===== src/fnps_pkg.sv =====
// shared types and constants for the filtered nearest point search block
package fnps_pkg;

  localparam int DEFAULT_TABLE_DEPTH = 64;

  typedef enum logic [1:0] {
    ST_CLEAR,
    ST_IDLE,
    ST_SCAN,
    ST_DRAIN
  } ctrl_state_t;

  // one table slot, 51 bits
  typedef struct packed {
    logic [3:0]  kind;
    logic        active;
    logic [11:0] x;
    logic [11:0] y;
    logic [11:0] band_top;
    logic [9:0]  band_height;
  } entry_t;

  // controller to datapath commands
  typedef struct packed {
    logic load;   // query beat accepted: latch point and filters, reset best
    logic wr;     // write beat accepted
    logic clr;    // clearing pass: write zeros at the scan address
    logic rd;     // scan read at the scan address
    logic fin;    // scan drained: publish the result
  } cmd_t;

endpackage


===== src/fnps_ctrl.sv =====
// controller: clearing pass, scan sequencing and handshake
module fnps_ctrl import fnps_pkg::*; #(
  parameter int TABLE_DEPTH = DEFAULT_TABLE_DEPTH,
  localparam int AW = $clog2(TABLE_DEPTH)
) (
  input  logic          clk,
  input  logic          rst,
  input  logic          start,
  input  logic          mode,
  input  logic          pipe_busy,
  output logic          busy,
  output cmd_t          cmd,
  output logic [AW-1:0] addr
);

  localparam logic [AW-1:0] LAST = AW'(TABLE_DEPTH - 1);

  ctrl_state_t   state, state_next;
  logic [AW-1:0] addr_next;

  always_ff @(posedge clk) begin
    if (rst) begin
      state <= ST_CLEAR;
      addr  <= '0;
    end else begin
      state <= state_next;
      addr  <= addr_next;
    end
  end

  always_comb begin
    state_next = state;
    addr_next  = addr;
    busy       = 1'b1;
    cmd        = '0;
    unique case (state)
      ST_CLEAR: begin
        cmd.clr = 1'b1;
        if (addr == LAST) begin
          state_next = ST_IDLE;
          addr_next  = '0;
        end else begin
          addr_next = addr + 1'b1;
        end
      end
      ST_IDLE: begin
        busy = 1'b0;
        if (start) begin
          if (mode) begin
            cmd.load   = 1'b1;
            state_next = ST_SCAN;
            addr_next  = '0;
          end else begin
            cmd.wr = 1'b1;
          end
        end
      end
      ST_SCAN: begin
        cmd.rd = 1'b1;
        if (addr == LAST) begin
          state_next = ST_DRAIN;
          addr_next  = '0;
        end else begin
          addr_next = addr + 1'b1;
        end
      end
      ST_DRAIN: begin
        // wait for the last read to be folded into the running minimum
        if (!pipe_busy) begin
          cmd.fin    = 1'b1;
          state_next = ST_IDLE;
        end
      end
      default: begin
        state_next = ST_IDLE;
      end
    endcase
  end

endmodule


===== src/fnps_datapath.sv =====
// datapath: object table, filter and distance pipeline, running minimum
module fnps_datapath import fnps_pkg::*; #(
  parameter int TABLE_DEPTH = DEFAULT_TABLE_DEPTH,
  localparam int AW = $clog2(TABLE_DEPTH)
) (
  input  logic               clk,
  input  logic               rst,
  input  cmd_t               cmd,
  input  logic [AW-1:0]      addr,
  input  logic [5:0]         slot,
  input  logic [3:0]         kind,
  input  logic               any_kind,
  input  logic               active,
  input  logic signed [11:0] pos_x,
  input  logic signed [11:0] pos_y,
  input  logic signed [11:0] band_top,
  input  logic [9:0]         band_height,
  input  logic               frontal,
  input  logic               horizontal,
  input  logic signed [10:0] reach,
  output logic               pipe_busy,
  output logic               done,
  output logic               found,
  output logic [5:0]         best_slot,
  output logic [24:0]        dist_sq
);

  localparam int SW = (AW > 6) ? AW : 6;

  // query registers
  logic [3:0]         q_kind;
  logic               q_any, q_front, q_horiz;
  logic signed [12:0] q_px, q_py, q_lo;

  always_ff @(posedge clk) begin
    if (cmd.load) begin
      q_kind  <= kind;
      q_any   <= any_kind;
      q_front <= frontal;
      q_horiz <= horizontal;
      q_px    <= {pos_x[11], pos_x};
      q_py    <= {pos_y[11], pos_y};
      q_lo    <= {pos_y[11], pos_y} + {{2{reach[10]}}, reach};
    end
  end

  // table memory
  entry_t        mem [TABLE_DEPTH];
  entry_t        wdata, rd_data;
  logic [SW-1:0] slot_w;
  logic [AW-1:0] waddr;
  logic          slot_ok, we;

  assign slot_w  = SW'(slot);
  assign slot_ok = ({26'd0, slot} < 32'(TABLE_DEPTH));
  assign we      = cmd.clr | (cmd.wr & slot_ok);
  assign waddr   = cmd.clr ? addr : slot_w[AW-1:0];

  always_comb begin
    wdata = '0;
    if (!cmd.clr) begin
      wdata.kind        = kind;
      wdata.active      = active;
      wdata.x           = pos_x;
      wdata.y           = pos_y;
      wdata.band_top    = band_top;
      wdata.band_height = band_height;
    end
  end

  logic [AW-1:0] idx1, idx2, idx3;

  always_ff @(posedge clk) begin
    if (we) begin
      mem[waddr] <= wdata;
    end
    if (cmd.rd) begin
      rd_data <= mem[addr];
      idx1    <= addr;
    end
  end

  // stage 2: filters and differences
  logic signed [12:0] ex, ey, etop, ebot, dx_c, dy_c;
  logic               pass_c;
  logic signed [12:0] dx2, dy2;

  always_comb begin
    ex     = {rd_data.x[11], rd_data.x};
    ey     = {rd_data.y[11], rd_data.y};
    etop   = {rd_data.band_top[11], rd_data.band_top};
    ebot   = etop + {3'b000, rd_data.band_height};
    dx_c   = q_px - ex;
    dy_c   = q_py - ey;
    pass_c = rd_data.active
           && (q_any || (rd_data.kind == q_kind))
           && !(q_front && (ex < q_px))
           && !(q_horiz && ((q_lo < etop) || (q_py > ebot)));
  end

  // stage 3: squares
  logic signed [25:0] prod_x, prod_y;
  logic [23:0]        sq_x3, sq_y3;

  assign prod_x = dx2 * dx2;
  assign prod_y = dy2 * dy2;

  always_ff @(posedge clk) begin
    dx2   <= dx_c;
    dy2   <= dy_c;
    idx2  <= idx1;
    sq_x3 <= prod_x[23:0];
    sq_y3 <= prod_y[23:0];
    idx3  <= idx2;
  end

  logic v1, v2, v3;

  always_ff @(posedge clk) begin
    if (rst) begin
      v1 <= 1'b0;
      v2 <= 1'b0;
      v3 <= 1'b0;
    end else begin
      v1 <= cmd.rd;
      v2 <= v1 & pass_c;
      v3 <= v2;
    end
  end

  assign pipe_busy = v1 | v2 | v3;

  // stage 4: running minimum, strict compare keeps the lowest slot on ties
  logic [24:0]   sum3, best_d;
  logic [AW-1:0] best_idx;
  logic [SW-1:0] best_w;
  logic          have;

  assign sum3   = {1'b0, sq_x3} + {1'b0, sq_y3};
  assign best_w = SW'(best_idx);

  always_ff @(posedge clk) begin
    if (rst) begin
      have <= 1'b0;
    end else if (cmd.load) begin
      have <= 1'b0;
    end else if (v3 && (!have || (sum3 < best_d))) begin
      have <= 1'b1;
    end
  end

  always_ff @(posedge clk) begin
    if (v3 && (!have || (sum3 < best_d))) begin
      best_d   <= sum3;
      best_idx <= idx3;
    end
  end

  // result beat
  always_ff @(posedge clk) begin
    if (rst) begin
      done <= 1'b0;
    end else begin
      done <= cmd.wr | cmd.fin;
    end
  end

  always_ff @(posedge clk) begin
    if (cmd.wr) begin
      found     <= 1'b0;
      best_slot <= '0;
      dist_sq   <= '0;
    end else if (cmd.fin) begin
      found     <= have;
      best_slot <= have ? best_w[5:0] : 6'd0;
      dist_sq   <= have ? best_d : 25'd0;
    end
  end

endmodule


===== src/filtered_nearest_point_search_top.sv =====
// top level: nearest matching object over a table, one slot read per cycle
// write beat: result strobe in the cycle after accept, next beat accepted at once
// query beat: a scan over every slot, then a read/filter/square/min drain that ends early
//   when the last slots miss the filters, then the result strobe
// reset: a clearing pass writes every slot to zero, with busy high
// results are single-cycle strobes; the receiver cannot stall
module filtered_nearest_point_search_top import fnps_pkg::*; #(
  parameter int TABLE_DEPTH = DEFAULT_TABLE_DEPTH
) (
  input  logic               clk,
  input  logic               rst,
  input  logic               start,
  output logic               busy,
  input  logic               mode,
  input  logic [5:0]         slot,
  input  logic [3:0]         kind,
  input  logic               any_kind,
  input  logic               active,
  input  logic signed [11:0] pos_x,
  input  logic signed [11:0] pos_y,
  input  logic signed [11:0] band_top,
  input  logic [9:0]         band_height,
  input  logic               frontal,
  input  logic               horizontal,
  input  logic signed [10:0] reach,
  output logic               done,
  output logic               found,
  output logic [5:0]         best_slot,
  output logic [24:0]        dist_sq
);

  localparam int AW = $clog2(TABLE_DEPTH);

  cmd_t          cmd;
  logic [AW-1:0] addr;
  logic          pipe_busy;

  fnps_ctrl #(
    .TABLE_DEPTH(TABLE_DEPTH)
  ) u_ctrl (
    .clk       (clk),
    .rst       (rst),
    .start     (start),
    .mode      (mode),
    .pipe_busy (pipe_busy),
    .busy      (busy),
    .cmd       (cmd),
    .addr      (addr)
  );

  fnps_datapath #(
    .TABLE_DEPTH(TABLE_DEPTH)
  ) u_datapath (
    .clk         (clk),
    .rst         (rst),
    .cmd         (cmd),
    .addr        (addr),
    .slot        (slot),
    .kind        (kind),
    .any_kind    (any_kind),
    .active      (active),
    .pos_x       (pos_x),
    .pos_y       (pos_y),
    .band_top    (band_top),
    .band_height (band_height),
    .frontal     (frontal),
    .horizontal  (horizontal),
    .reach       (reach),
    .pipe_busy   (pipe_busy),
    .done        (done),
    .found       (found),
    .best_slot   (best_slot),
    .dist_sq     (dist_sq)
  );

endmodule


===== config.mk =====
export PLATFORM = sky130hd
export DESIGN_NAME = filtered_nearest_point_search_top
export DESIGN_NICKNAME = d
export VERILOG_FILES = /design/src/fnps_pkg.sv /design/src/fnps_ctrl.sv /design/src/fnps_datapath.sv /design/src/filtered_nearest_point_search_top.sv
export SDC_FILE = /design/constraint.sdc
export NUM_CORES = 2
export LEC_CHECK = 0
export ABC_AREA = 0
export ABC_CLOCK_PERIOD_IN_PS = 7610
export BUFFER_PORTS_ARGS = -buffer_cell sky130_fd_sc_hd__clkbuf_2
export CAP_MARGIN = 0
export CORE_UTILIZATION = 60
export DETAILED_ROUTE_END_ITERATION = 8
export HOLD_SLACK_MARGIN = 0.06
export PLACE_DENSITY_LB_ADDON = 0.12
export SLEW_MARGIN = 0
export SYNTH_ARGS = -nofsm -noshare
export SYNTH_HDL_FRONTEND = slang
export SYNTH_HIERARCHICAL = 1
export SYNTH_SLANG_ARGS = --single-unit
export TNS_END_PERCENT = 50

===== constraint.sdc =====
create_clock -name clk -period 7.61 [get_ports clk]
set_input_delay 0.761 -clock clk [delete_from_list [all_inputs] [get_ports clk]]
set_output_delay 0.761 -clock clk [all_outputs]
set_load 0.1 [all_outputs]

Yosys cells after proc, flatten, opt, wreduce, memory -nomap -nowiden
Memories as Yosys holds them, arrays and structs flattened. A register that Yosys moved wholly into a read port is not among the register bits. Cells that the tools add are included.

Register bits after elaboration: 212. Memory bits (writable): 3264. Output and inout bits: 34. Logic and storage cells: 97. Memories: 1.

$add $sub $neg: 6. Multipliers: 2. Order comparisons: 4. Eq/ne operators: 10. Multiplexer cells: 25. Bitwise logic cells: 5. Reduce and logical (&&, ||, !) cells: 18.

Memories: u_datapath.mem (words 64, bits a word 51, rd ports 1, clocked after memory_dff 1, write ports 1, RTL line fnps_datapath.sv:48) `entry_t mem [TABLE_DEPTH];`.

Operator list (count): $mux W51 (1); $mul A13 B13 Y24 (2); $mux W6 (5); $add A12 B11 Y13 (2); $sub A12 B12 Y13 (2); $add A24 B24 Y25 (1); $lt A25 B25 Y1 (1); $mux W25 (1); $mux W2 (7); $gt A12 B13 Y1 (1); $lt A13 B12 Y1 (1); $lt A12 B12 Y1 (1); $pmux W6 S2 (1); $mux W1 (9); $pmux W2 S4 (1); $add A6 B1 Y6 const B (1); $eq A6 B6 Y1 const B (1); $logic_and A1 B1 Y1 (6); $ne A2 B2 Y1 const B (3); $reduce_and A5 Y1 (1); $eq A2 B2 Y1 const B (2); $eq A4 B4 Y1 (1); $ne A2 B1 Y1 const B (2); $or A1 B1 Y1 (4); 8 further kinds (13).

Longest topological paths before layout
Depth after elaboration: 7. Mapped depth: 23. Mapped depth without buffers: 22.

Modules after synthesis
Netlist, hierarchy kept.

By module, submodules not included: fnps_datapath (instances 1, cells each 6840, area each 145759.8 um^2, sequential area each 104400.1 um^2); fnps_ctrl (instances 1, cells each 55, area each 499.2 um^2, sequential area each 160.2 um^2).

Worst setup path after synthesis
OpenSTA, ideal clock, no wires.

Path kind: register to register. Start: register u_datapath.dx2[3]. End: register u_datapath.sq_x3[22]. Arrival time: 5.745 ns. Data required time: 7.538 ns. Setup slack: 1.792 ns. Cell stages (with the launch flop): 22. Buffers on the path: 2. Period minus slack after synthesis: 5.818 ns. Cells stage by stage: dfxtp_1 > clkbuf_1 > nand2_1 > fa_1 > inv_1 > fa_1 > fa_1 > inv_1 > fa_1 > inv_1 > fa_1 > fa_1 > ha_1 > clkbuf_1 > a21o_1 > a221o_1 > a21oi_1 > a21oi_1 > a2111oi_2 > o21bai_1 > a21oi_1 > xnor2_1.

Cells in the longest elaborated chain, start to end: 1.

Ends and longest elaborated chain: from (decl) (RTL line fnps_datapath.sv:86) `logic signed [12:0] dx2, dy2;`; from (signal assigned) (RTL line fnps_datapath.sv:109) `dx2 <= dx_c;`; $mul A13 B13 Y24 (RTL line fnps_datapath.sv:105) `assign prod_x = dx2 * dx2;`; net u_datapath.prod_x[22] (RTL line fnps_datapath.sv:102) `logic signed [25:0] prod_x, prod_y;`; to (signal assigned) (RTL line fnps_datapath.sv:112) `sq_x3 <= prod_x[23:0];`; to (decl) (RTL line fnps_datapath.sv:103) `logic [23:0] sq_x3, sq_y3;`.

The timed path passes the listed nets, and every way through them passes these cells. A chain may end at the register's enable or synchronous reset.

Final worst setup path
Start: register u_datapath.dx2[5]. End: register u_datapath.sq_x3[22].

The elaborated chain is that of the path after synthesis.

==> impl_metrics.env <==
export IMPL_synth_seq_area_share_pct=71.5
export IMPL_setup_viol=0
export IMPL_final_cell_mix="edfxtp_1 (3396), mux4_2 (1049), inv_1 (423)"
export IMPL_timing_rr_start="u_datapath/dx2[5]$_DFF_P_"
export IMPL_ant_nets=0
export IMPL_fp_dieW_um=496
export IMPL_cts_resized=0
export IMPL_cts_sinks=3525
export IMPL_grt_pass1_wl_um=532000
export IMPL_worst_pin_slew_ns=1.43
export IMPL_grt_max_degree=136
export IMPL_synthFlopType="edfxtp_1"
export IMPL_drc_errors=0
export IMPL_die_h_um=496
export IMPL_worstSetupEndpointType="register"
export IMPL_layout_drive_gt1_share_pct=25.7
export IMPL_drt_wl_total_um=378000
export IMPL_fin_util_pct=67.6
export IMPL_dpl_cell_count=10047
export IMPL_hold_viol_final=0
export IMPL_cts_root_buf="clkbuf_16"
export IMPL_io_buffers=108
export IMPL_place_area_um2=152000
export IMPL_post_route_period_util_pct=82.8
export IMPL_design_area_um2=163000
export IMPL_clockBufferDepth=4
export IMPL_cts_tree="yes"
export IMPL_cp_arrival_ns=7.16
export IMPL_core_um2=241000
export IMPL_num_vias=72258
export IMPL_pre_cts_slack_ns=1.39
export IMPL_cts_made_buffers=363
export IMPL_fin_cells=10692
export IMPL_hold_path_class="input pin to register"
export IMPL_whs_ns=0.136
export IMPL_initial_utilization_pct=60.6
export IMPL_clock_latency_ns=0.99
export IMPL_routabilityCongestion=0.861
export IMPL_cts_htree_levels=5
export IMPL_fin_ws_ns=1.31
export IMPL_ys_warn_count=6
export IMPL_critPathKind="register to register"
export IMPL_nNetsFinal=7838
export IMPL_power_per_cell_area_nw_per_um2=403
export IMPL_maxCapViolations=0
export IMPL_drtPass1Iterations=5
export IMPL_wl_per_cell_um=35.4
export IMPL_synthesis_area_um2=146000
export IMPL_critPathLaunchType="register"
export IMPL_pin_count=109
export IMPL_maxSlewHeadroom_pct=4.50
export IMPL_fp_row_count=180
export IMPL_total_power_mw=65.8
export IMPL_drt_iter0_drc=10879
export IMPL_grt_usage_pct=31.3
export IMPL_tns_ns=0
export IMPL_cp_max_fo=12
export IMPL_syn_nets=7498
export IMPL_startpoint="u_datapath/dx2[5]$_DFF_P_"
export IMPL_crit_required_ns=8.46
export IMPL_drt_vias_per_instance=6.76
export IMPL_die_area_um2=246000
export IMPL_skew_ns=0.0762
export IMPL_drv_slew=0
export IMPL_min_delay_start="horizontal"
export IMPL_antenna_found_initial=11
export IMPL_syn2layout_area_growth_pct=11.5
export IMPL_r2r_setup_slack_ns=1.31
export IMPL_synth_edf_count=3396
export IMPL_synthArstFlopShare_pct=0
export IMPL_synth_cell_type_count=71
export IMPL_layout_min_cycle_time_ns=6.30
export IMPL_status="finished clean"
export IMPL_syn_area_per_cell_um2=21.2
export IMPL_netlist_instances=6895
export IMPL_max_vdd_ir_drop_v=0.000753
export IMPL_max_freq_mhz=159
export IMPL_grt_overflow=0
export IMPL_dp_hpwl_um=204000
export IMPL_ys_seq_elements=3525
export IMPL_grt_pass1_vias=72086
export IMPL_cts_clk_slew_worst_paths_ns=0.06
export IMPL_rsz0062_at_grt="false"
export IMPL_p_leak_nw=54.7
export IMPL_layout_commonest_cell="edfxtp_1"
[worst max-delay path, cell delays in order (launching register included)]
cell and delay (ns):
dfxtp_1 0.70, inv_1 0.22, nor2_1 0.25, inv_1 0.08, fa_1 0.48, inv_1 0.06, fa_1 0.54, inv_1 0.07
fa_1 0.47, inv_1 0.05, fa_1 0.49, fa_1 0.41, ha_1 0.29, ha_1 0.33, and3_1 0.23, a221o_1 0.34
a21oi_1 0.21, a21oi_1 0.12, a2111oi_2 0.45, o21bai_1 0.10, a21oi_1 0.19, xnor2_1 0.14
[area by class of cell]
| type | count | area (um^2) |
|---|---|---|
| Clock inverter | 197 | 1580 |
| Multi-Input combinational cell | 2653 | 39700 |
| Sequential cell | 3525 | 105000 |
| Tap cell | 3185 | 3990 |
| Inverter | 424 | 1600 |
| Antenna cell | 3 | 7.51 |
| Clock buffer | 437 | 9500 |
| Timing Repair Buffer | 268 | 2220 |
| Fill cell | 15061 | 78300 |
[metal layers]
layer / share of wire [%] / GRT usage [%]
met1: 38 / 45.8
met2: 48 / 49.0
met3: 11 / 5.98
met4: 3.2 / 9.29
met5: 0.0095 / 0
[synthesized netlist by cell type, types with 24 or more instances]
cell type	instances	area, um^2
and2_1	51	319
xor2_1	33	289
a211oi_1	33	248
o21ai_0	47	235
xnor2_1	86	753
buf_1	37	139
nor2b_1	106	663
a22o_1	32	280
dfxtp_1	129	2580
mux4_2	1049	23600
a21oi_1	86	430
ha_1	262	3280
nor3_1	24	120
fa_1	266	5330
nor2_1	158	593
clkbuf_1	150	563
nand2_1	159	597
mux2i_1	29	290
inv_1	423	1590
edfxtp_1	3396	102000
buf_2	80	400
a21o_1	39	293
[path summary, 6_finish.rpt]
| check | depth (start not counted) | end |
|---|---|---|
| worst max register to register | 21 | u_datapath/sq_x3[22]$_DFF_P_ |
| worst max-delay path | 21 | u_datapath/sq_x3[22]$_DFF_P_ |
| worst min register to register | 0 | u_datapath/idx3[1]$_DFF_P_ |
| worst min-delay path | 1 | u_datapath/q_horiz$_DFFE_PP_ |
[state kept, by name (all words and copies together), names as in the netlist, 12 cells and up]
signal,flops
u_datapath/q_py,12
u_datapath/sq_y3,23
u_datapath/dy2,13
u_datapath/ey,12
u_datapath/rd_data,15
u_datapath/ex,12
u_datapath/best_d,25
u_datapath/q_lo,13
u_datapath/etop,12
u_datapath/sq_x3,23
u_datapath/q_px,12
u_datapath/dx2,13
u_datapath/mem,3264
u_datapath/dist_sq,25
[cell families after synthesis]
family	count (synthesis)	share of synthesized area (%)
buffers and inverters	717	2.00
XOR/XNOR	121	0.743
other	1	0.00256
AND/OR/NAND/NOR	587	1.94
AO/OA/AOI/OAI	336	1.57
multiplexers	1080	16.4
adder cells (fa/ha/maj)	528	5.88
flip-flops	3525	71.5
[where the power goes]
part | total, mW | switching [mW] | internal, mW
combinational | 24.8 | 13.7 | 11.1
sequential | 24.1 | 0.414 | 23.7
clock | 16.9 | 7.19 | 9.66
total | 65.8 | 21.3 | 44.5
[timing repair]
| action | 4_1_cts | 5_1_grt |
|---|---|---|
| setup buffers | 0 | 0 |
| endpoints found under the hold margin | 8 | 0 |
| hold buffers | 8 | 0 |
Power figures use the tool's default switching activity.
